===== config.mk =====
export PLATFORM = sky130hd
export DESIGN_NAME = record_format_to_text_converter
export DESIGN_NICKNAME = d
export VERILOG_FILES = /design/src/design/rfc_pkg.sv /design/src/design/rfc_front.sv /design/src/design/rfc_queue.sv /design/src/design/rfc_back.sv /design/src/design/record_format_to_text_converter.sv
export SDC_FILE = /design/constraint.sdc
export NUM_CORES = 1
export LEC_CHECK = 0
export CORE_ASPECT_RATIO = 0.8
export CORE_MARGIN = 2
export CORE_UTILIZATION = 55
export CTS_CLUSTER_DIAMETER = 30
export DETAILED_ROUTE_END_ITERATION = 12
export DONT_BUFFER_PORTS = 1
export PLACE_DENSITY = 0.69
export SLEW_MARGIN = 20
export SYNTH_ARGS = -nofsm -noshare
export SYNTH_HDL_FRONTEND = slang
export SYNTH_SLANG_ARGS = --single-unit
export TNS_END_PERCENT = 30

===== constraint.sdc =====
create_clock -name aclk -period 15.2 [get_ports aclk]
set_input_delay 3.04 -clock aclk [delete_from_list [all_inputs] [get_ports aclk]]
set_output_delay 3.04 -clock aclk [all_outputs]
set_load 0.005 [all_outputs]

===== src/design/rfc_pkg.sv =====
`default_nettype none
// ---------------------------------------------------------------------------
// rfc_pkg
// Shared types and constants of the record format to text converter.
// ---------------------------------------------------------------------------
package rfc_pkg;

    // record formats
    localparam logic [2:0] FMT_UNDEF  = 3'd0;
    localparam logic [2:0] FMT_FIXED  = 3'd1;
    localparam logic [2:0] FMT_VAR    = 3'd2;
    localparam logic [2:0] FMT_VFC    = 3'd3;
    localparam logic [2:0] FMT_STM    = 3'd4;
    localparam logic [2:0] FMT_STMLF  = 3'd5;
    localparam logic [2:0] FMT_STMCR  = 3'd6;
    localparam logic [2:0] FMT_BAD    = 3'd7;

    // configuration register indexes
    localparam logic [2:0] REG_FORMAT     = 3'd0;
    localparam logic [2:0] REG_FORTRAN_CC = 3'd1;
    localparam logic [2:0] REG_FIXED_SIZE = 3'd2;
    localparam logic [2:0] REG_VFC_SIZE   = 3'd3;
    localparam logic [2:0] REG_FILE_SIZE  = 3'd4;

    localparam int CFG_INDEX_W = 3;
    localparam int CFG_DATA_W  = 31;

    // configuration reset values
    localparam logic [2:0]  RST_FORMAT   = FMT_VAR;
    localparam logic [7:0]  RST_VFC_SIZE = 8'd2;

    // characters
    localparam logic [7:0] CH_LF   = 8'h0A;
    localparam logic [7:0] CH_FF   = 8'h0C;
    localparam logic [7:0] CH_CR   = 8'h0D;
    localparam logic [7:0] CH_ZERO = 8'h30;
    localparam logic [7:0] CH_ONE  = 8'h31;

    localparam logic [30:0] SIZE_MAX31     = 31'h7FFF_FFFF;
    localparam logic [15:0] STREAM_REC_LEN = 16'd512;

    localparam int QUEUE_DEPTH_DEF = 4;

    // length header phase
    typedef enum logic [1:0] {
        PH_LEN_LO = 2'd0,
        PH_LEN_HI = 2'd1,
        PH_SKIP   = 2'd2
    } phase_t;

    // one queued work entry: one or two output bytes
    typedef struct packed {
        logic       two;
        logic       err;
        logic [7:0] b0;
        logic [7:0] b1;
    } entry_t;

endpackage
`default_nettype wire


===== src/design/rfc_front.sv =====
`default_nettype none
// ---------------------------------------------------------------------------
// rfc_front
// Accepts input items, holds configuration and record state, and turns
// each item into zero, one or two output bytes for the queue.
// ---------------------------------------------------------------------------
module rfc_front (
    input  wire                            aclk,
    input  wire                            aresetn,
    input  wire                            s_tvalid,
    output logic                           s_tready,
    input  wire  [15:0]                    s_tdata,
    input  wire                            s_tuser,
    input  wire                            cfg_valid,
    input  wire  [rfc_pkg::CFG_INDEX_W-1:0] cfg_index,
    input  wire  [rfc_pkg::CFG_DATA_W-1:0]  cfg_data,
    input  wire                            q_full,
    output logic                           q_push,
    output rfc_pkg::entry_t                q_entry
);
    import rfc_pkg::*;

    logic [2:0]  format_reg;
    logic        fortran_cc_reg;
    logic [14:0] fixed_size_reg;
    logic [7:0]  vfc_size_reg;
    logic [30:0] file_size_reg;

    logic        file_open_reg, file_open_next;
    logic [30:0] bytes_done_reg, bytes_done_next;
    logic [15:0] rec_rem_reg, rec_rem_next;
    logic [15:0] rec_full_reg, rec_full_next;
    phase_t      phase_reg, phase_next;
    logic [7:0]  len_low_reg, len_low_next;
    logic [7:0]  skip_left_reg, skip_left_next;
    logic        chunk_odd_reg, chunk_odd_next;
    logic        pad_reg, pad_next;
    logic        failed_reg, failed_next;

    logic        fire;
    logic [7:0]  din;
    logic        cstart;
    logic [1:0]  n;
    logic [7:0]  o0;
    logic [7:0]  o1;
    logic        err;

    assign s_tready = !q_full;
    assign fire     = s_tvalid && s_tready;
    assign din      = s_tdata[7:0];
    assign cstart   = s_tdata[8];

    always_ff @(posedge aclk) begin
        if (!aresetn) begin
            format_reg     <= RST_FORMAT;
            fortran_cc_reg <= 1'b0;
            fixed_size_reg <= '0;
            vfc_size_reg   <= RST_VFC_SIZE;
            file_size_reg  <= '0;
        end else if (cfg_valid) begin
            case (cfg_index)
                REG_FORMAT:     format_reg     <= cfg_data[2:0];
                REG_FORTRAN_CC: fortran_cc_reg <= cfg_data[0];
                REG_FIXED_SIZE: fixed_size_reg <= cfg_data[14:0];
                REG_VFC_SIZE:   vfc_size_reg   <= cfg_data[7:0];
                REG_FILE_SIZE:  file_size_reg  <= cfg_data[30:0];
                default: ;
            endcase
        end
    end

    always_comb begin
        file_open_next = file_open_reg;
        bytes_done_next = bytes_done_reg;
        rec_rem_next   = rec_rem_reg;
        rec_full_next  = rec_full_reg;
        phase_next     = phase_reg;
        len_low_next   = len_low_reg;
        skip_left_next = skip_left_reg;
        chunk_odd_next = chunk_odd_reg;
        pad_next       = pad_reg;
        failed_next    = failed_reg;
        n   = 2'd0;
        o0  = 8'd0;
        o1  = 8'd0;
        err = 1'b0;

        if (s_tuser) begin
            file_open_next  = 1'b1;
            bytes_done_next = '0;
            rec_rem_next    = '0;
            rec_full_next   = '0;
            phase_next      = PH_LEN_LO;
            len_low_next    = '0;
            skip_left_next  = '0;
            chunk_odd_next  = 1'b0;
            pad_next        = 1'b0;
            failed_next     = 1'b0;
        end else if (file_open_reg && !failed_reg) begin
            if (cstart) begin
                if (pad_reg) begin
                    if (bytes_done_reg != SIZE_MAX31) begin
                        bytes_done_next = bytes_done_reg + 31'd1;
                    end
                    pad_next = 1'b0;
                end
                chunk_odd_next = 1'b0;
            end
            if (bytes_done_next >= file_size_reg) begin
                // beyond file size: dropped
            end else if (format_reg == FMT_UNDEF || format_reg == FMT_BAD) begin
                failed_next = 1'b1;
                err = 1'b1;
                n   = 2'd1;
            end else begin
                bytes_done_next = bytes_done_next + 31'd1;
                chunk_odd_next  = !chunk_odd_next;
                if (pad_next) begin
                    pad_next = 1'b0;
                end else begin
                    case (format_reg)
                        FMT_FIXED: begin
                            if (rec_rem_next == 16'd0) begin
                                rec_rem_next = {1'b0, fixed_size_reg};
                            end
                            rec_rem_next = rec_rem_next - 16'd1;
                            o0 = din;
                            n  = 2'd1;
                        end
                        FMT_VAR, FMT_VFC: begin
                            if (phase_reg == PH_SKIP) begin
                                if (skip_left_next != 8'd0) begin
                                    skip_left_next = skip_left_next - 8'd1;
                                end
                                if (skip_left_next == 8'd0) begin
                                    phase_next = PH_LEN_LO;
                                    if (rec_rem_next == 16'd0 && chunk_odd_next) begin
                                        pad_next = 1'b1;
                                    end
                                end
                            end else if (phase_reg == PH_LEN_HI || rec_rem_next == 16'd0) begin
                                if (phase_reg == PH_LEN_LO) begin
                                    len_low_next = din;
                                    phase_next   = PH_LEN_HI;
                                end else begin
                                    rec_full_next = {din, len_low_reg};
                                    rec_rem_next  = {din, len_low_reg};
                                    phase_next    = PH_LEN_LO;
                                    if (format_reg == FMT_VFC && vfc_size_reg != 8'd0) begin
                                        rec_rem_next   = rec_rem_next - {8'd0, vfc_size_reg};
                                        skip_left_next = vfc_size_reg;
                                        phase_next     = PH_SKIP;
                                    end
                                    if (rec_rem_next == 16'd0) begin
                                        o0 = CH_LF;
                                        n  = 2'd1;
                                        if (phase_next == PH_LEN_LO && chunk_odd_next) begin
                                            pad_next = 1'b1;
                                        end
                                    end
                                end
                            end else begin
                                if (rec_rem_reg == rec_full_reg && fortran_cc_reg) begin
                                    if (din == CH_ZERO) begin
                                        o0 = CH_LF;
                                        n  = 2'd1;
                                    end else if (din == CH_ONE) begin
                                        o0 = CH_FF;
                                        n  = 2'd1;
                                    end
                                end else begin
                                    o0 = din;
                                    n  = 2'd1;
                                end
                                rec_rem_next = rec_rem_reg - 16'd1;
                                if (rec_rem_next == 16'd0) begin
                                    if (n == 2'd0) begin
                                        o0 = CH_LF;
                                    end else begin
                                        o1 = CH_LF;
                                    end
                                    n = n + 2'd1;
                                    if (chunk_odd_next) begin
                                        pad_next = 1'b1;
                                    end
                                end
                            end
                        end
                        FMT_STM, FMT_STMLF: begin
                            if (rec_rem_next == 16'd0) begin
                                rec_rem_next = STREAM_REC_LEN;
                            end
                            rec_rem_next = rec_rem_next - 16'd1;
                            if (din == CH_LF) begin
                                rec_rem_next = 16'd0;
                            end
                            o0 = din;
                            n  = 2'd1;
                        end
                        default: begin
                            o0 = (din == CH_CR) ? CH_LF : din;
                            n  = 2'd1;
                        end
                    endcase
                end
            end
        end
    end

    assign q_push      = fire && (n != 2'd0);
    assign q_entry.two = n[1];
    assign q_entry.err = err;
    assign q_entry.b0  = o0;
    assign q_entry.b1  = o1;

    always_ff @(posedge aclk) begin
        if (!aresetn) begin
            file_open_reg  <= 1'b0;
            bytes_done_reg <= '0;
            rec_rem_reg    <= '0;
            rec_full_reg   <= '0;
            phase_reg      <= PH_LEN_LO;
            len_low_reg    <= '0;
            skip_left_reg  <= '0;
            chunk_odd_reg  <= 1'b0;
            pad_reg        <= 1'b0;
            failed_reg     <= 1'b0;
        end else if (fire) begin
            file_open_reg  <= file_open_next;
            bytes_done_reg <= bytes_done_next;
            rec_rem_reg    <= rec_rem_next;
            rec_full_reg   <= rec_full_next;
            phase_reg      <= phase_next;
            len_low_reg    <= len_low_next;
            skip_left_reg  <= skip_left_next;
            chunk_odd_reg  <= chunk_odd_next;
            pad_reg        <= pad_next;
            failed_reg     <= failed_next;
        end
    end

endmodule
`default_nettype wire


===== src/design/rfc_queue.sv =====
`default_nettype none
// ---------------------------------------------------------------------------
// rfc_queue
// Short first-word-fall-through queue between front and back.
// ---------------------------------------------------------------------------
module rfc_queue #(
    parameter int DEPTH = rfc_pkg::QUEUE_DEPTH_DEF
) (
    input  wire              aclk,
    input  wire              aresetn,
    input  wire              push,
    input  rfc_pkg::entry_t  push_entry,
    output logic             full,
    input  wire              pop,
    output logic             head_valid,
    output rfc_pkg::entry_t  head
);
    import rfc_pkg::*;

    localparam int PW = $clog2(DEPTH);
    localparam int CW = $clog2(DEPTH + 1);
    localparam logic [PW-1:0] LAST_PTR = PW'(DEPTH - 1);
    localparam logic [CW-1:0] FULL_CNT = CW'(DEPTH);

    entry_t          slot_reg [DEPTH];
    logic [PW-1:0]   wr_ptr_reg, wr_ptr_next;
    logic [PW-1:0]   rd_ptr_reg, rd_ptr_next;
    logic [CW-1:0]   count_reg, count_next;

    assign full       = (count_reg == FULL_CNT);
    assign head_valid = (count_reg != '0);
    assign head       = slot_reg[rd_ptr_reg];

    always_comb begin
        wr_ptr_next = wr_ptr_reg;
        rd_ptr_next = rd_ptr_reg;
        count_next  = count_reg;
        if (push) begin
            wr_ptr_next = (wr_ptr_reg == LAST_PTR) ? '0 : wr_ptr_reg + PW'(1);
        end
        if (pop) begin
            rd_ptr_next = (rd_ptr_reg == LAST_PTR) ? '0 : rd_ptr_reg + PW'(1);
        end
        if (push && !pop) begin
            count_next = count_reg + CW'(1);
        end else if (pop && !push) begin
            count_next = count_reg - CW'(1);
        end
    end

    always_ff @(posedge aclk) begin
        if (!aresetn) begin
            wr_ptr_reg <= '0;
            rd_ptr_reg <= '0;
            count_reg  <= '0;
        end else begin
            wr_ptr_reg <= wr_ptr_next;
            rd_ptr_reg <= rd_ptr_next;
            count_reg  <= count_next;
        end
    end

    always_ff @(posedge aclk) begin
        if (push) begin
            slot_reg[wr_ptr_reg] <= push_entry;
        end
    end

endmodule
`default_nettype wire


===== src/design/rfc_back.sv =====
`default_nettype none
// ---------------------------------------------------------------------------
// rfc_back
// Takes queued entries and drives the result stream, one byte per transfer.
// ---------------------------------------------------------------------------
module rfc_back (
    input  wire              aclk,
    input  wire              aresetn,
    input  wire              head_valid,
    input  rfc_pkg::entry_t  head,
    output logic             pop,
    output logic             m_tvalid,
    input  wire              m_tready,
    output logic [7:0]       m_tdata,
    output logic             m_tlast,
    output logic             m_tuser
);
    import rfc_pkg::*;

    logic       valid_reg, valid_next;
    logic [7:0] data_reg, data_next;
    logic       last_reg, last_next;
    logic       err_reg, err_next;
    logic       second_reg, second_next;
    logic [7:0] held_reg, held_next;
    logic       load_ok;

    assign load_ok = !valid_reg || m_tready;
    assign pop     = load_ok && !second_reg && head_valid;

    always_comb begin
        valid_next  = valid_reg;
        data_next   = data_reg;
        last_next   = last_reg;
        err_next    = err_reg;
        second_next = second_reg;
        held_next   = held_reg;
        if (load_ok) begin
            if (second_reg) begin
                valid_next  = 1'b1;
                data_next   = held_reg;
                last_next   = 1'b1;
                err_next    = 1'b0;
                second_next = 1'b0;
            end else if (head_valid) begin
                valid_next  = 1'b1;
                data_next   = head.b0;
                last_next   = !head.two;
                err_next    = head.err;
                second_next = head.two;
                held_next   = head.b1;
            end else begin
                valid_next = 1'b0;
            end
        end
    end

    always_ff @(posedge aclk) begin
        if (!aresetn) begin
            valid_reg  <= 1'b0;
            second_reg <= 1'b0;
        end else begin
            valid_reg  <= valid_next;
            second_reg <= second_next;
        end
    end

    always_ff @(posedge aclk) begin
        data_reg <= data_next;
        last_reg <= last_next;
        err_reg  <= err_next;
        held_reg <= held_next;
    end

    assign m_tvalid = valid_reg;
    assign m_tdata  = data_reg;
    assign m_tlast  = last_reg;
    assign m_tuser  = err_reg;

endmodule
`default_nettype wire


===== src/design/record_format_to_text_converter.sv =====
`default_nettype none
// ---------------------------------------------------------------------------
// record_format_to_text_converter
// Turns the bytes of a record-structured file into a plain text stream.
//
// Input stream s_*: one file byte per transfer; s_tuser high starts a new
// file and clears record state. Result stream m_*: one text byte per
// transfer, m_tlast on the last byte an input produced, m_tuser on an
// error report for an invalid format (m_tdata zero then).
// Configuration: cfg_valid/cfg_index/cfg_data write a register per cycle,
// always ready; write only while no result is outstanding.
// Throughput: one input per cycle while the queue is not full. An input
// that gives two bytes holds the output for both of them; the queue
// between front and back absorbs that. An input's entry is written into
// the queue, then loaded into the output register that drives m_tvalid.
// s_tready drops only while the queue is full, i.e. when the receiver
// stalls long enough for the queue to fill.
// Reset: registers take their defaults (variable format, two control
// bytes), no file is open, queue and output are empty.
// ---------------------------------------------------------------------------
module record_format_to_text_converter #(
    parameter int QUEUE_DEPTH = rfc_pkg::QUEUE_DEPTH_DEF
) (
    input  wire                             aclk,
    input  wire                             aresetn,
    input  wire                             s_tvalid,
    output logic                            s_tready,
    input  wire  [15:0]                     s_tdata,   // data_byte, chunk_start
    input  wire                             s_tuser,   // kind
    output logic                            m_tvalid,
    input  wire                             m_tready,
    output logic [7:0]                      m_tdata,   // out_byte
    output logic                            m_tlast,
    output logic                            m_tuser,   // error
    input  wire                             cfg_valid,
    output logic                            cfg_ready,
    input  wire  [rfc_pkg::CFG_INDEX_W-1:0] cfg_index,
    input  wire  [rfc_pkg::CFG_DATA_W-1:0]  cfg_data
);
    import rfc_pkg::*;

    logic   q_push;
    entry_t q_entry;
    logic   q_full;
    logic   q_pop;
    logic   q_valid;
    entry_t q_head;

    assign cfg_ready = 1'b1;

    rfc_front u_front (
        .aclk      (aclk),
        .aresetn   (aresetn),
        .s_tvalid  (s_tvalid),
        .s_tready  (s_tready),
        .s_tdata   (s_tdata),
        .s_tuser   (s_tuser),
        .cfg_valid (cfg_valid),
        .cfg_index (cfg_index),
        .cfg_data  (cfg_data),
        .q_full    (q_full),
        .q_push    (q_push),
        .q_entry   (q_entry)
    );

    rfc_queue #(
        .DEPTH (QUEUE_DEPTH)
    ) u_queue (
        .aclk       (aclk),
        .aresetn    (aresetn),
        .push       (q_push),
        .push_entry (q_entry),
        .full       (q_full),
        .pop        (q_pop),
        .head_valid (q_valid),
        .head       (q_head)
    );

    rfc_back u_back (
        .aclk       (aclk),
        .aresetn    (aresetn),
        .head_valid (q_valid),
        .head       (q_head),
        .pop        (q_pop),
        .m_tvalid   (m_tvalid),
        .m_tready   (m_tready),
        .m_tdata    (m_tdata),
        .m_tlast    (m_tlast),
        .m_tuser    (m_tuser)
    );

`ifndef ASSERT_OFF
    a_no_push_when_full: assert property (@(posedge aclk) disable iff (!aresetn)
        q_push |-> !q_full)
        else $error("queue written while full");

    a_pop_needs_entry: assert property (@(posedge aclk) disable iff (!aresetn)
        q_pop |-> q_valid)
        else $error("queue read while empty");

    a_error_single: assert property (@(posedge aclk) disable iff (!aresetn)
        q_push && q_entry.err |-> !q_entry.two && q_entry.b0 == 8'd0)
        else $error("error report not a single zero byte");

    a_reset_empty: assert property (@(posedge aclk)
        !aresetn |=> !q_valid && !m_tvalid)
        else $error("queue or output not empty after reset");
`endif

endmodule
`default_nettype wire


==> results of run 1 <==
[where the power goes]
group	leakage, nW	switching [mW]	internal, mW
Sequential	1.70	0.0601	0.609
Combinational	2.92	0.523	0.325
Clock	0.695	0.303	0.622
[cell families after synthesis]
logic type | Yosys count | share of synthesized area, %
compound gates | 358 | 18.3
xor+xnor | 115 | 7.42
fa+ha+maj | 58 | 5.45
buf+inv | 187 | 5.54
flops | 205 | 34.0
mux | 38 | 3.76
other cells | 1 | 0.0276
simple gates | 678 | 25.5
[cell type report]
type                       instances  area [um2]  area share [%]
inverter                          76         285            1.89
timing repair buffer              15         113           0.748
tap                              318         398            2.64
clock inverter                    22         274            1.82
sequential                       205        4610            30.6
multi-input combinational       1248        8220            54.6
clock buffer                      54        1160            7.68
[per-stage QoR]
stage / std cells / worst slack [ns]
floorplan: 1640 / 7.72
global placement: 1862 / 6.78
global route: 1938 / 6.70
detailed placement: 1862 / 6.73
CTS: 1938 / 7.26
finish: 1938 / 7.16
[how the worst min path moves through the flow]
stage,start,end,slack (ns),depth (start not counted)
after floorplan,u_front.file_size_reg[16],u_front.file_size_reg[16],0.44,2
after global placement,u_front.file_size_reg[3],u_front.file_size_reg[3],0.45,2
after detailed placement,u_front.file_size_reg[3],u_front.file_size_reg[3],0.46,2
after CTS,u_front.file_size_reg[3],u_front.file_size_reg[3],0.46,2
after global routing,u_front.file_size_reg[8],u_front.file_size_reg[8],0.48,2
final,u_front.file_size_reg[7],u_front.file_size_reg[7],0.46,2
[routing by layer]
metal,share of wire (%),vias up
met1,47,5636
met3,11,76
met4,2.5,0
met2,40,526
met5,0,-
li1,-,5747
[cell usage after synthesis (all sizes together) (17+ instances only)]
library cell,n,area (um2)
a21boi,92,691
a21oi,75,375
and2,20,125
buf,30,160
clkbuf,81,307
dfxtp,154,3080
edfxtp,51,1530
ha,56,701
inv,76,285
mux2i,24,240
nand2,256,963
nand3,47,240
nand4,29,181
nor2,77,289
nor2b,56,350
nor3,48,245
nor4,20,146
o211ai,17,128
o21ai,58,290
or3,26,163
xnor2,77,674
xor2,38,333
[worst reg2reg max path, cell delays in order (launching register included)]
cell and delay [ns]:
dfxtp_1 0.49, ha_1 0.41, nand3_2 0.18, or4_1 0.74, a211oi_1 0.49, nand2_1 0.13
xnor2_1 0.35, ha_1 0.33, a211oi_1 0.20, o21ai_0 0.11, o221ai_1 0.23, and3_1 0.35
nand2_1 0.16, a2111oi_0 0.52, inv_1 0.14, a31oi_4 0.28, ha_1 0.23, inv_1 0.06
fa_1 0.42, xor2_1 0.18, or3_1 0.30, a21boi_0 0.15
==> impl_results.html, run 1 <==
<table>
<tr><th>Metric</th><th>Value</th></tr>
<tr><th colspan="2">Global route</th></tr>
<tr><td>Maximum number of pins on one net before global-route repair</td><td>about 140</td></tr>
<tr><td>Initial antenna violation count</td><td>0</td></tr>
<tr><td>Highest-utilization routing layer at the global route stage</td><td>met1</td></tr>
<tr><td>Met2 track demand over resource in global routing</td><td>41.9%</td></tr>
<tr><td>GR Util All Layers</td><td>roughly 30%</td></tr>
<tr><td>Remaining Overflow, GRT</td><td>0</td></tr>
<tr><td>Met1 track demand over resource</td><td>between 40% and 50%</td></tr>
<tr><td>Global-route wire length before repair</td><td>around 60000 um</td></tr>
<tr><td>Met3 track demand over resource</td><td>7.81%</td></tr>
<tr><td>Vias in the first global route</td><td>11200</td></tr>
<tr><th colspan="2">Layout</th></tr>
<tr><td>Synth-to-layout area growth</td><td>10.9%</td></tr>
<tr><td>Fin nets</td><td>1702</td></tr>
<tr><td>Diodes inserted</td><td>0</td></tr>
<tr><td>End-of-flow core utilization</td><td>61.9%</td></tr>
<tr><td>Share of post-route cells with drive strength above 1</td><td>under 10%</td></tr>
<tr><td>Most common library cell in the layout ignoring fill and taps</td><td>nand2_1</td></tr>
<tr><td>Total non-filler cell area in the finished layout</td><td>15100 um2</td></tr>
<tr><td>Commonest cells after routing, fill and taps aside</td><td>nand2_1 (255), dfxtp_1 (154), a21boi_0 (88), nor2_1 (77), xnor2_1 (77)</td></tr>
<tr><td>Flip-flop count of the largest register after layout</td><td>40</td></tr>
<tr><td>Number of filler instances in the final layout</td><td>2137</td></tr>
<tr><th colspan="2">Worst setup path</th></tr>
<tr><td>Terminus of the critical flop-to-flop path</td><td>u_queue.count_reg[2]</td></tr>
<tr><td>First element of the critical path</td><td>s_tdata[8]</td></tr>
<tr><td>Arrival time at the worst endpoint</td><td>8.49 ns</td></tr>
<tr><td>Max stage delay cell, worst path</td><td>or4_1</td></tr>
<tr><td>Required time at the endpoint of the critical path</td><td>around 16 ns</td></tr>
<tr><td>List of cells traversed by the critical path</td><td>nand2_2, or4_1, a211oi_1, nand2_1, xnor2_1, ha_1, a211oi_1, o21ai_0, o221ai_1, and3_1, nand2_1, a2111oi_0, inv_1, a31oi_4, ha_1, inv_1, fa_1, xor2_1, or3_1, a21boi_0</td></tr>
<tr><td>WS Path Type</td><td>in2reg</td></tr>
<tr><td>Worst Setup EP</td><td>u_queue.count_reg[2]</td></tr>
<tr><td>Startpoint kind of the worst setup timing path</td><td>input pin</td></tr>
<tr><td>Startpoint of the worst-slack reg-to-reg timing path</td><td>u_front.bytes_done_reg[0]</td></tr>
<tr><td>Maximum fanout along the worst path</td><td>9</td></tr>
<tr><td>Crit path depth</td><td>20</td></tr>
<tr><td>Capturing element type of the critical path</td><td>flip-flop</td></tr>
<tr><td>Depth of the most critical reg-to-reg path</td><td>21</td></tr>
<tr><td>Total buffers and inverters traversed by the critical path</td><td>2</td></tr>
<tr><td>Reg2reg setup slack</td><td>between 8 and 9 ns</td></tr>
<tr><td>Highest cell delay on the worst timing path</td><td>0.74 ns</td></tr>
<tr><td>Cell family contributing the most delay on the critical path</td><td>compound AO/OA/AOI/OAI gates</td></tr>
<tr><th colspan="2">Timing</th></tr>
<tr><td>Max Clock Freq</td><td>124 MHz</td></tr>
<tr><td>Normalized max-slew margin</td><td>24.2%</td></tr>
<tr><td>Share of the clock period used by the worst path</td><td>52.9%</td></tr>
<tr><td>Period minus WS final</td><td>approximately 8.0 ns</td></tr>
<tr><td>Clock tree skew after final layout</td><td>0.0268 ns</td></tr>
<tr><td>Count of endpoints failing setup in the final report</td><td>0</td></tr>
<tr><td>Number of max-slew violations in the final report</td><td>0</td></tr>
<tr><td>Setup repair after global routing missed its margin</td><td>false</td></tr>
<tr><td>Worst hold margin</td><td>0.461 ns</td></tr>
<tr><td>Pin slew with the least headroom to its limit</td><td>1.13 ns</td></tr>
<tr><td>Final sum of negative setup slack</td><td>0 ns</td></tr>
<tr><td>Fin. Hold Viols</td><td>0</td></tr>
<tr><th colspan="2">Yosys</th></tr>
<tr><td>Asr flop ratio synth</td><td>0%</td></tr>
<tr><td>Warnings from Yosys</td><td>0</td></tr>
<tr><td>Number of instances in the synthesized netlist</td><td>1640</td></tr>
<tr><td>Post-synthesis sequential element count</td><td>205</td></tr>
<tr><td>Count of flip-flops with a built-in enable after synthesis</td><td>51</td></tr>
<tr><td>Top FF cell, synth</td><td>dfxtp_1</td></tr>
<tr><td>Portion of the post-synthesis area used by sequential elements</td><td>34.0%</td></tr>
<tr><td>Syn Nets</td><td>1754</td></tr>
<tr><td>Number of unique standard cell types used by synthesis</td><td>88</td></tr>
<tr><td>Mean cell area of the mapped netlist</td><td>8.28 um2</td></tr>
<tr><td>Area of the mapped netlist</td><td>approximately 14000 um2</td></tr>
<tr><th colspan="2">Worst hold path</th></tr>
<tr><td>Path type of the worst min-delay path</td><td>reg2reg</td></tr>
<tr><th colspan="2">Drt</th></tr>
<tr><td>Router iterations before antenna repair</td><td>6</td></tr>
<tr><td>Initial drt markers</td><td>between 1000 and 1500</td></tr>
<tr><td>Avg Vias per Cell</td><td>6.18</td></tr>
<tr><td>Vias after detailed routing</td><td>roughly 12000</td></tr>
<tr><td>Detailed-route wire length</td><td>38000 um</td></tr>
<tr><td>Total DRC errors in the routed layout</td><td>0</td></tr>
<tr><td>Average routed wire per standard cell</td><td>19.6 um</td></tr>
<tr><td>Antenna-violating nets left</td><td>0</td></tr>
<tr><th colspan="2">Clock tree</th></tr>
<tr><td>Setup Fix Bufs, Post-CTS</td><td>0</td></tr>
<tr><td>Deepest level of the CTS H-tree</td><td>2</td></tr>
<tr><td>Clk_lat worst skew</td><td>0.54 ns</td></tr>
<tr><td>Number of buffers inserted for hold repair after clock tree synthesis</td><td>0</td></tr>
<tr><td>Post-CTS sizing</td><td>0</td></tr>
<tr><td>Clock transition time at the flip-flop clock pins of the worst setup and hold paths</td><td>0.05 ns</td></tr>
<tr><td>Clock Tree Buf Depth</td><td>3</td></tr>
<tr><td>CTS sink cnt</td><td>205</td></tr>
<tr><td>Number of clock buffers inserted by TritonCTS</td><td>42</td></tr>
<tr><td>Root cell of the clock tree</td><td>clkbuf_16</td></tr>
<tr><td>TritonCTS clock tree</td><td>yes</td></tr>
<tr><th colspan="2">Place</th></tr>
<tr><td>Port Buffer Count</td><td>0</td></tr>
<tr><td>Post-DP Area</td><td>13600 um2</td></tr>
<tr><td>Placed wire-length estimate after detailed placement</td><td>27000 um</td></tr>
<tr><td>Global placement routability congestion</td><td>slightly above 0.9</td></tr>
<tr><th colspan="2">Flow run</th></tr>
<tr><td>Max_cap viols</td><td>0</td></tr>
<tr><th colspan="2">Pwr</th></tr>
<tr><td>Power per standard cell area</td><td>around 160 nW/um2</td></tr>
<tr><td>Static power due to leakage</td><td>5.31 nW</td></tr>
<tr><td>Total power</td><td>between 2 and 2.5 mW</td></tr>
<tr><td>Peak ir drop on the vdd network</td><td>0.000144 V</td></tr>
<tr><th colspan="2">Die</th></tr>
<tr><td>Width of the chip</td><td>180 um</td></tr>
<tr><td>Area of the core</td><td>~24000 um2</td></tr>
<tr><td>Total die area</td><td>26000 um2</td></tr>
<tr><td>Vertical extent of the die</td><td>145 um</td></tr>
<tr><td>Top-level I/O count</td><td>69</td></tr>
<tr><td>Floorplan row count</td><td>51</td></tr>
<tr><td>Initial core utilization</td><td>55.9%</td></tr>
<tr><th colspan="2">Outcome</th></tr>
<tr><td>Run status</td><td>completed</td></tr>
</table>
(Power assumes the default switching activity.)
==> run 2, diff against run 1 <==
Settings changed: ABC_AREA set to 1, PLACE_DENSITY 0.69 to 0.72.
Clock period 15.2 ns to 7.3 ns, I/O delays scaled along.
==> impl_results.html, run 2 <==
<table>
<tr><th>Metric</th><th>Value</th></tr>
<tr><th colspan="2">Worst setup path</th></tr>
<tr><td>WS Path Type</td><td>reg2reg (was in2reg)</td></tr>
<tr><td>Startpoint kind of the worst setup timing path</td><td>flip-flop (was input pin)</td></tr>
<tr><td>Highest cell delay on the worst timing path</td><td>0.57 ns (was 0.74 ns)</td></tr>
<tr><td>Most Frequent Cell on Critical Path</td><td>nand2_1</td></tr>
<tr><td>Maximum fanout along the worst path</td><td>16 (was 9)</td></tr>
<tr><td>Required time at the endpoint of the critical path</td><td>7.71 ns (was 15.65 ns)</td></tr>
<tr><td>Arrival time at the worst endpoint</td><td>6.57 ns (was 8.49 ns)</td></tr>
<tr><td>Capturing element type of the critical path</td><td>flip-flop (unchanged)</td></tr>
<tr><td>Max stage delay cell, worst path</td><td>dfxtp_1 (was or4_1)</td></tr>
<tr><th colspan="2">Drt</th></tr>
<tr><td>Avg Vias per Cell</td><td>5.70 (was 6.18)</td></tr>
<tr><td>Initial drt markers</td><td>1507 (was 1212)</td></tr>
<tr><td>Router iterations before antenna repair</td><td>5 (was 6)</td></tr>
<tr><td>Antenna-violating nets left</td><td>0 (unchanged)</td></tr>
<tr><td>Vias after detailed routing</td><td>14800 (was 12000)</td></tr>
<tr><td>Average routed wire per standard cell</td><td>16.7 um (was 19.6 um)</td></tr>
<tr><td>Total DRC errors in the routed layout</td><td>0 (unchanged)</td></tr>
<tr><td>Detailed-route wire length</td><td>43500 um (was 38000 um)</td></tr>
<tr><th colspan="2">Die</th></tr>
<tr><td>Top-level I/O count</td><td>69 (unchanged)</td></tr>
<tr><td>Initial core utilization</td><td>56.2% (was 55.9%)</td></tr>
<tr><td>Width of the chip</td><td>184 um (was 180 um)</td></tr>
<tr><td>Floorplan row count</td><td>52 (was 51)</td></tr>
<tr><td>Total die area</td><td>27300 um2 (was 26000 um2)</td></tr>
<tr><td>Vertical extent of the die</td><td>148 um (was 145 um)</td></tr>
<tr><td>Area of the core</td><td>25400 um2 (was 24300 um2)</td></tr>
<tr><th colspan="2">Clock tree</th></tr>
<tr><td>Post-CTS sizing</td><td>0 (unchanged)</td></tr>
<tr><td>Clock transition time at the flip-flop clock pins of the worst setup and hold paths</td><td>0.05 ns (about the same)</td></tr>
<tr><td>Number of clock buffers inserted by TritonCTS</td><td>45 (was 42)</td></tr>
<tr><td>TritonCTS clock tree</td><td>yes (unchanged)</td></tr>
<tr><td>CTS sink cnt</td><td>205 (unchanged)</td></tr>
<tr><td>Clk_lat worst skew</td><td>0.54 ns (about the same)</td></tr>
<tr><td>Deepest level of the CTS H-tree</td><td>2 (unchanged)</td></tr>
<tr><td>Number of buffers inserted for hold repair after clock tree synthesis</td><td>0 (unchanged)</td></tr>
<tr><td>Clock Tree Buf Depth</td><td>3 (unchanged)</td></tr>
<tr><td>Setup Fix Bufs, Post-CTS</td><td>0 (unchanged)</td></tr>
<tr><td>Root cell of the clock tree</td><td>clkbuf_16 (unchanged)</td></tr>
<tr><th colspan="2">Pwr</th></tr>
<tr><td>Peak ir drop on the vdd network</td><td>0.000225 V (was 0.000144 V)</td></tr>
<tr><td>Power per standard cell area</td><td>314 nW/um2 (was 162 nW/um2)</td></tr>
<tr><td>Static power due to leakage</td><td>6.90 nW (was 5.31 nW)</td></tr>
<tr><td>Total power</td><td>5.05 mW (was 2.44 mW)</td></tr>
<tr><th colspan="2">Yosys</th></tr>
<tr><td>Area of the mapped netlist</td><td>14300 um2 (was 13600 um2)</td></tr>
<tr><td>Warnings from Yosys</td><td>0 (unchanged)</td></tr>
<tr><td>Count of flip-flops with a built-in enable after synthesis</td><td>51 (unchanged)</td></tr>
<tr><td>Top FF cell, synth</td><td>dfxtp_1 (unchanged)</td></tr>
<tr><td>Library cell with the highest instance count after synthesis</td><td>nand2_1 (unchanged)</td></tr>
<tr><td>Most frequent cells after synthesis</td><td>nand2_1 (488), inv_1 (301), nor2_1 (298) (was nand2_1 (255), dfxtp_1 (154), a21boi_0 (88))</td></tr>
<tr><td>Top cell type by total area after synthesis</td><td>dfxtp_1 (unchanged)</td></tr>
<tr><td>Cell types with the largest area share after synthesis</td><td>dfxtp_1 (22%), nand2_1 (13%), edfxtp_1 (11%) (was dfxtp_1 (23%), edfxtp_1 (11%), nand2_1 (7.0%))</td></tr>
<tr><td>Syn Nets</td><td>2343 (was 1754)</td></tr>
<tr><td>Number of instances in the synthesized netlist</td><td>2229 (was 1640)</td></tr>
<tr><td>Asr flop ratio synth</td><td>0% (unchanged)</td></tr>
<tr><td>Portion of the post-synthesis area used by sequential elements</td><td>32.3% (was 34.0%)</td></tr>
<tr><td>Mean cell area of the mapped netlist</td><td>6.41 um2 (was 8.28 um2)</td></tr>
<tr><td>Number of unique standard cell types used by synthesis</td><td>54 (was 88)</td></tr>
<tr><td>Share of Yosys cell area claimed by the top area cell type</td><td>21.6% (was 22.7%)</td></tr>
<tr><td>Post-synthesis sequential element count</td><td>205 (unchanged)</td></tr>
<tr><th colspan="2">Outcome</th></tr>
<tr><td>Run status</td><td>completed (unchanged)</td></tr>
<tr><th colspan="2">Layout</th></tr>
<tr><td>Share of post-route cells with drive strength above 1</td><td>6.18% (was 7.59%)</td></tr>
<tr><td>Flip-flop count of the largest register after layout</td><td>40 (unchanged)</td></tr>
<tr><td>Synth-to-layout area growth</td><td>12.6% (was 10.9%)</td></tr>
<tr><td>Multi-input logic area</td><td>8200 um2 (was 8220 um2)</td></tr>
<tr><td>Commonest cells after routing, fill and taps aside</td><td>nand2_1 (488), inv_1 (300), nor2_1 (297), a21oi_1 (194), o21ai_0 (181) (was nand2_1 (255), dfxtp_1 (154), a21boi_0 (88), nor2_1 (77), xnor2_1 (77))</td></tr>
<tr><td>Number of filler instances in the final layout</td><td>2378 (was 2137)</td></tr>
<tr><td>Most common library cell in the layout ignoring fill and taps</td><td>nand2_1 (unchanged)</td></tr>
<tr><td>Register cell area after layout</td><td>4610 um2 (unchanged)</td></tr>
<tr><td>Fin nets</td><td>2329 (was 1702)</td></tr>
<tr><td>Diodes inserted</td><td>0 (unchanged)</td></tr>
<tr><th colspan="2">Place</th></tr>
<tr><td>Port Buffer Count</td><td>0 (unchanged)</td></tr>
<tr><td>Global placement routability congestion</td><td>0.963 (was 0.928)</td></tr>
<tr><td>Placed wire-length estimate after detailed placement</td><td>32800 um (was 27000 um)</td></tr>
<tr><th colspan="2">Global route</th></tr>
<tr><td>Global-route wire length before repair</td><td>69600 um (was 60500 um)</td></tr>
<tr><td>Initial antenna violation count</td><td>1 (was 0)</td></tr>
<tr><td>Remaining Overflow, GRT</td><td>0 (unchanged)</td></tr>
<tr><td>Maximum number of pins on one net before global-route repair</td><td>98 (was 139)</td></tr>
<tr><td>Vias in the first global route</td><td>13200 (was 11200)</td></tr>
<tr><td>GR Util All Layers</td><td>32.0% (was 29.2%)</td></tr>
<tr><th colspan="2">Timing</th></tr>
<tr><td>Max Clock Freq</td><td>162 MHz</td></tr>
<tr><td>Clock tree skew after final layout</td><td>0.0207 ns (was 0.0268 ns)</td></tr>
<tr><td>Number of max-slew violations in the final report</td><td>0 (unchanged)</td></tr>
<tr><td>Final sum of negative setup slack</td><td>0 ns (unchanged)</td></tr>
<tr><td>Normalized max-slew margin</td><td>37.3% (was 24.2%)</td></tr>
<tr><td>Share of the clock period used by the worst path</td><td>between 80% and 90%</td></tr>
<tr><td>Count of endpoints failing setup in the final report</td><td>0 (unchanged)</td></tr>
<tr><td>Setup repair after global routing missed its margin</td><td>false (unchanged)</td></tr>
<tr><td>Worst hold margin</td><td>0.444 ns (was 0.461 ns)</td></tr>
<tr><td>Pin slew with the least headroom to its limit</td><td>0.932 ns (was 1.13 ns)</td></tr>
<tr><td>Fin. Hold Viols</td><td>0 (unchanged)</td></tr>
<tr><td>Period minus WS final</td><td>6.15 ns</td></tr>
<tr><th colspan="2">Worst hold path</th></tr>
<tr><td>Path type of the worst min-delay path</td><td>reg2reg (unchanged)</td></tr>
<tr><th colspan="2">Flow run</th></tr>
<tr><td>Max_cap viols</td><td>0 (unchanged)</td></tr>
</table>
==> run 2: cell count changes after synthesis, moves of 24 or more <==
| cell | before | now |
|---|---|---|
| a21oi_1 | 75 | 194 |
| nand2_1 | 255 | 488 |
| nor2b_1 | 56 | 1 |
| inv_1 | 76 | 301 |
| nand3_1 | 46 | 157 |
| nor2_1 | 77 | 298 |
| xnor2_1 | 77 | 7 |
| a21boi_0 | 88 | 2 |
| o21ai_0 | 54 | 181 |
| mux2i_1 | 24 | 0 |
| or3_1 | 26 | 1 |
==> run 2: cell type report <==
class / count / share of cell area (%)
clock inverters: 31 / 2.23
well taps: 351 / 2.73
clock buffers: 51 / 7.38
inverters: 310 / 7.23
flip-flops and latches: 205 / 28.7
multi-input cells: 1635 / 50.9
repair buffers: 18 / 0.840
==> run 2: cells by family (layout without fill, tap and decap cells) <==
kind of cell / Yosys count / count (layout) / synth area share, %
adder cells (fa/ha/maj): 58 / 58 / 5.18
buffers and inverters: 389 / 410 / 10.4
AO/OA/AOI/OAI: 443 / 443 / 16.6
XOR/XNOR: 30 / 30 / 1.94
AND/OR/NAND/NOR: 1103 / 1103 / 33.5
flip-flops: 205 / 205 / 32.3
other: 1 / 1 / 0.0262
==> run 2: path summary, 6_finish.rpt <==
path	start	endpoint	slack (ns)	cells after the start
min	u_front.fixed_size_reg[0]	u_front.fixed_size_reg[0]	0.44	2
max	u_front.bytes_done_reg[0]	u_queue.count_reg[2]	1.15	32
max reg2reg	u_front.bytes_done_reg[0]	u_queue.count_reg[2]	1.15	32
min reg2reg	u_front.fixed_size_reg[0]	u_front.fixed_size_reg[0]	0.44	2
==> run 2: stage by stage <==
stage / instance area (um2) / setup slack, ns / util, % / instances
5_1_grt: 16100 / 0.616 / 63.3 / 2601
3_5_place_dp: 14500 / 0.850 / 57.2 / 2519
4_1_cts: 16100 / 1.25 / 63.3 / 2601
3_3_place_gp: 14500 / 0.993 / 57.2 / 2519
2_1_floorplan: 14300 / 2.04 / - / 2229
6_report: 16100 / 1.15 / 63.3 / 2601
==> run 2: worst max-delay path: cells and delay by family, from the launching register on <==
kind	cells	cell delay [ns]
AND/OR/NAND/NOR	18	2.59
XOR/XNOR	1	0.55
adder cells (fa/ha/maj)	4	1.29
buffers and inverters	3	0.37
flip-flops	1	0.57
AO/OA/AOI/OAI	6	0.66
==> run 2: where the power goes <==
part	internal, mW	total, mW	switching [mW]
registers	1.30	1.42	0.120
clock network	1.34	2.05	0.715
logic	0.499	1.58	1.08
==> run 2: routing by layer <==
metal	vias to the layer above	global-route usage [%]	part of all wire [%]
met4	2	7.36	1.9
met2	695	44.6	39
li1	7338	-	-
met3	75	9.35	12
met5	-	0	0.030
met1	6723	48.2	47
==> run 3, diff against run 2 <==
Settings changed: ABC_AREA 1 to 0.
Clock period 7.3 ns to 5.2 ns, I/O delays scaled along.
==> impl_results.html, run 3 (synthesis gave the netlist of run 1 again) <==
<table>
<tr><th>Metric</th><th>Value</th></tr>
<tr><th colspan="2">Worst setup path</th></tr>
<tr><td>Terminus of the critical flop-to-flop path</td><td>u_queue.count_reg[2] (unchanged)</td></tr>
<tr><td>WS Path Type</td><td>reg2reg (unchanged)</td></tr>
<tr><td>Startpoint of the worst-slack reg-to-reg timing path</td><td>u_front.bytes_done_reg[18] (was u_front.bytes_done_reg[0])</td></tr>
<tr><td>Maximum fanout along the worst path</td><td>11 (was 16)</td></tr>
<tr><td>List of cells traversed by the critical path</td><td>and4_1, and4_1, buf_6, a21o_1, buf_4, nor2_1, xnor2_2, ha_1, a2111oi_2, nor4bb_1, o311ai_2, buf_4, nand2_2, a2111oi_2, inv_1, a31oi_4, ha_2, inv_1, fa_2, xor2_1, or3_1, a21boi_1</td></tr>
<tr><td>Depth of the most critical reg-to-reg path</td><td>22 (was 32)</td></tr>
<tr><td>Highest cell delay on the worst timing path</td><td>0.41 ns (was 0.57 ns)</td></tr>
<tr><td>Max stage delay cell, worst path</td><td>dfxtp_1 (unchanged)</td></tr>
<tr><td>Arrival time at the worst endpoint</td><td>5.43 ns (was 6.57 ns)</td></tr>
<tr><td>Startpoint kind of the worst setup timing path</td><td>flip-flop (unchanged)</td></tr>
<tr><td>Capturing element type of the critical path</td><td>flip-flop (unchanged)</td></tr>
<tr><td>Required time at the endpoint of the critical path</td><td>5.67 ns (was 7.71 ns)</td></tr>
<tr><td>Reg2reg setup slack</td><td>0.25 ns (was 1.15 ns)</td></tr>
<tr><th colspan="2">Layout</th></tr>
<tr><td>Synth-to-layout area growth</td><td>19.3% (was 12.6%)</td></tr>
<tr><td>Fin nets</td><td>1815 (was 2329)</td></tr>
<tr><td>Most common library cell in the layout ignoring fill and taps</td><td>nand2_1 (unchanged)</td></tr>
<tr><td>Multi-input logic area</td><td>8340 um2 (was 8200 um2)</td></tr>
<tr><td>Share of post-route cells with drive strength above 1</td><td>15.5% (was 6.18%)</td></tr>
<tr><td>End-of-flow core utilization</td><td>66.7% (was 63.3%)</td></tr>
<tr><td>Diodes inserted</td><td>0 (unchanged)</td></tr>
<tr><td>Final cell count without fillers</td><td>2055 (was 2601)</td></tr>
<tr><td>Flip-flop count of the largest register after layout</td><td>40 (unchanged)</td></tr>
<tr><td>Number of filler instances in the final layout</td><td>2016 (was 2378)</td></tr>
<tr><td>Register cell area after layout</td><td>4620 um2 (was 4610 um2)</td></tr>
<tr><td>Commonest cells after routing, fill and taps aside</td><td>nand2_1 (254), dfxtp_1 (149), buf_4 (119), a21boi_0 (87), inv_1 (76) (was nand2_1 (488), inv_1 (300), nor2_1 (297), a21oi_1 (194), o21ai_0 (181))</td></tr>
<tr><th colspan="2">Place</th></tr>
<tr><td>Global placement routability congestion</td><td>0.921 (was 0.963)</td></tr>
<tr><td>Port Buffer Count</td><td>0 (unchanged)</td></tr>
<tr><td>Number of placed cells counting well taps</td><td>1972 (was 2519)</td></tr>
<tr><td>Placed wire-length estimate after detailed placement</td><td>29100 um (was 32800 um)</td></tr>
<tr><td>Post-place setup slack</td><td>-0.237 ns (was 0.850 ns)</td></tr>
<tr><th colspan="2">Die</th></tr>
<tr><td>Initial core utilization</td><td>55.9% (was 56.2%)</td></tr>
<tr><td>Vertical extent of the die</td><td>145 um (was 148 um)</td></tr>
<tr><td>Width of the chip</td><td>180 um (was 184 um)</td></tr>
<tr><td>Area of the core</td><td>24300 um2 (was 25400 um2)</td></tr>
<tr><td>Floorplan row count</td><td>51 (was 52)</td></tr>
<tr><td>Total die area</td><td>26000 um2 (was 27300 um2)</td></tr>
<tr><td>Top-level I/O count</td><td>69 (unchanged)</td></tr>
<tr><th colspan="2">Drt</th></tr>
<tr><td>Average routed wire per standard cell</td><td>19.9 um (was 16.7 um)</td></tr>
<tr><td>Antenna-violating nets left</td><td>0 (unchanged)</td></tr>
<tr><td>Router iterations before antenna repair</td><td>5 (unchanged)</td></tr>
<tr><td>Detailed-route wire length</td><td>40900 um (was 43500 um)</td></tr>
<tr><td>Vias after detailed routing</td><td>12600 (was 14800)</td></tr>
<tr><td>Initial drt markers</td><td>1286 (was 1507)</td></tr>
<tr><td>Avg Vias per Cell</td><td>6.15 (was 5.70)</td></tr>
<tr><td>Total DRC errors in the routed layout</td><td>0 (unchanged)</td></tr>
<tr><th colspan="2">Outcome</th></tr>
<tr><td>Run status</td><td>completed (unchanged)</td></tr>
<tr><th colspan="2">Timing</th></tr>
<tr><td>Period minus WS final</td><td>4.95 ns (was 6.15 ns)</td></tr>
<tr><td>Fin. Hold Viols</td><td>0 (unchanged)</td></tr>
<tr><td>Pin slew with the least headroom to its limit</td><td>1.25 ns (was 0.932 ns)</td></tr>
<tr><td>Clock tree skew after final layout</td><td>0.0181 ns (was 0.0207 ns)</td></tr>
<tr><td>Share of the clock period used by the worst path</td><td>95.3% (was 84.3%)</td></tr>
<tr><td>Max Clock Freq</td><td>202 MHz (was 162 MHz)</td></tr>
<tr><td>Normalized max-slew margin</td><td>15.2% (was 37.3%)</td></tr>
<tr><td>Count of endpoints failing setup in the final report</td><td>0 (unchanged)</td></tr>
<tr><td>Worst hold margin</td><td>0.460 ns (was 0.444 ns)</td></tr>
<tr><td>Number of max-slew violations in the final report</td><td>0 (unchanged)</td></tr>
<tr><td>Worst setup slack after layout</td><td>0.246 ns (was 1.15 ns)</td></tr>
<tr><th colspan="2">Worst hold path</th></tr>
<tr><td>Worst hold start</td><td>u_front.file_size_reg[18] (was u_front.fixed_size_reg[0])</td></tr>
<tr><td>Destination of the worst hold path</td><td>u_front.file_size_reg[18] (was u_front.fixed_size_reg[0])</td></tr>
<tr><td>Hold path depth</td><td>2 (unchanged)</td></tr>
<tr><td>Path type of the worst min-delay path</td><td>reg2reg (unchanged)</td></tr>
<tr><th colspan="2">Pwr</th></tr>
<tr><td>Total power</td><td>7.46 mW (was 5.05 mW)</td></tr>
<tr><td>Proportion of power drawn by the clock network</td><td>38.9% (was 40.6%)</td></tr>
<tr><td>Power per standard cell area</td><td>460 nW/um2 (was 314 nW/um2)</td></tr>
<tr><td>Static power due to leakage</td><td>5.98 nW (was 6.90 nW)</td></tr>
<tr><td>Gate power share</td><td>35.1% (was 31.2%)</td></tr>
<tr><td>Switching fraction of total power</td><td>36.7% (was 37.8%)</td></tr>
<tr><td>Sequential cell fraction of total power</td><td>26.1% (was 28.2%)</td></tr>
<tr><td>Design internal power</td><td>4.72 mW (was 3.14 mW)</td></tr>
<tr><td>Net switching power</td><td>2.74 mW (was 1.91 mW)</td></tr>
<tr><td>Peak ir drop on the vdd network</td><td>0.000505 V (was 0.000225 V)</td></tr>
<tr><th colspan="2">Global route</th></tr>
<tr><td>Maximum number of pins on one net before global-route repair</td><td>139 (was 98)</td></tr>
<tr><td>GR Util All Layers</td><td>31.0% (was 32.0%)</td></tr>
<tr><td>Global-route wire length before repair</td><td>63900 um (was 69600 um)</td></tr>
<tr><td>Vias in the first global route</td><td>11700 (was 13200)</td></tr>
<tr><td>Remaining Overflow, GRT</td><td>0 (unchanged)</td></tr>
<tr><td>Initial antenna violation count</td><td>1 (unchanged)</td></tr>
<tr><th colspan="2">Clock tree</th></tr>
<tr><td>Deepest level of the CTS H-tree</td><td>2 (unchanged)</td></tr>
<tr><td>TritonCTS clock tree</td><td>yes (unchanged)</td></tr>
<tr><td>Clock transition time at the flip-flop clock pins of the worst setup and hold paths</td><td>0.05 ns (about the same)</td></tr>
<tr><td>Clock Tree Buf Depth</td><td>3 (unchanged)</td></tr>
<tr><td>Root cell of the clock tree</td><td>clkbuf_16 (unchanged)</td></tr>
<tr><td>Clk_lat worst skew</td><td>0.54 ns (about the same)</td></tr>
<tr><td>CTS sink cnt</td><td>205 (unchanged)</td></tr>
<tr><td>Number of clock buffers inserted by TritonCTS</td><td>44 (was 45)</td></tr>
<tr><th colspan="2">Flow run</th></tr>
<tr><td>Max_cap viols</td><td>0 (unchanged)</td></tr>
</table>
## run 3: worst max path at each step
stage | start | cells past startpoint | slack (ns) | to
final | u_front.bytes_done_reg[18] | 22 | 0.25 | u_queue.count_reg[2]
after global routing | u_front.bytes_done_reg[11] | 22 | -0.005 | u_queue.count_reg[2]
after CTS | u_front.bytes_done_reg[0] | 22 | 0.08 | u_queue.count_reg[2]
after detailed placement | s_tdata[8] | 21 | -0.24 | u_queue.count_reg[2]
after global placement | s_tdata[8] | 21 | -0.20 | u_queue.count_reg[2]
after floorplan | s_tdata[8] | 21 | 0.04 | u_queue.count_reg[2]
## run 3: cell type report
type                    count  share of cell area [%]
flip-flops and latches    205                    28.5
repair buffers            126                    6.32
well taps                 318                    2.46
clock buffers              51                    7.15
clock inverters            31                    2.33
multi-input cells        1248                    51.5
inverters                  76                    1.76
## run 3: routing by layer
| metal | GRT usage, % | up-vias | wire length [um] |
|---|---|---|---|
| li1 | - | 5983 | - |
| met1 | 44.3 | 5981 | 18700 |
| met2 | 45.0 | 592 | 16700 |
| met3 | 9.54 | 85 | 4490 |
| met4 | 8.73 | 2 | 940 |
| met5 | 0 | - | 13 |
## run 3: worst max-delay path: cells and delay by family (launching register included)
| kind | cells | cell delay (ns) |
|---|---|---|
| AOI/OAI and AO/OA | 6 | 1.37 |
| and+or+nand+nor | 6 | 1.16 |
| adders and majority gates | 3 | 0.85 |
| buffers and inverters | 5 | 0.74 |
| DFF | 1 | 0.41 |
| xor gates and xnor gates | 2 | 0.36 |
## run 3: power groups by stage
stage               clock network, mW  registers (mW)  logic, mW
finish                           2.90            1.95       2.62
global route                     3.00            1.96       2.82
CTS                              2.92            1.95       2.53
detailed placement                  0            1.97       2.52
global placement                    0            1.96       2.48
floorplan                           0            1.87       1.95
## run 3: metrics by stage
| stage | cell area [um2] | setup TNS, ns |
|---|---|---|
| floorplan | 13600 | 0 |
| CTS | 16100 | 0 |
| global placement | 14600 | -0.197 |
| global route | 16200 | -0.00507 |
| finish | 16200 | 0 |
| detailed placement | 14600 | -0.237 |
## run 3: what timing repair did
| item | in CTS | in global routing |
|---|---|---|
| endpoints found under the setup margin | 1 | 2 |
| hold buffers | 0 | 0 |
| resized for setup | 1 | 18 |
| buffers inserted | 0 | 1 |
| pin swaps | 0 | 3 |
| hold endpoints to repair | 0 | 0 |
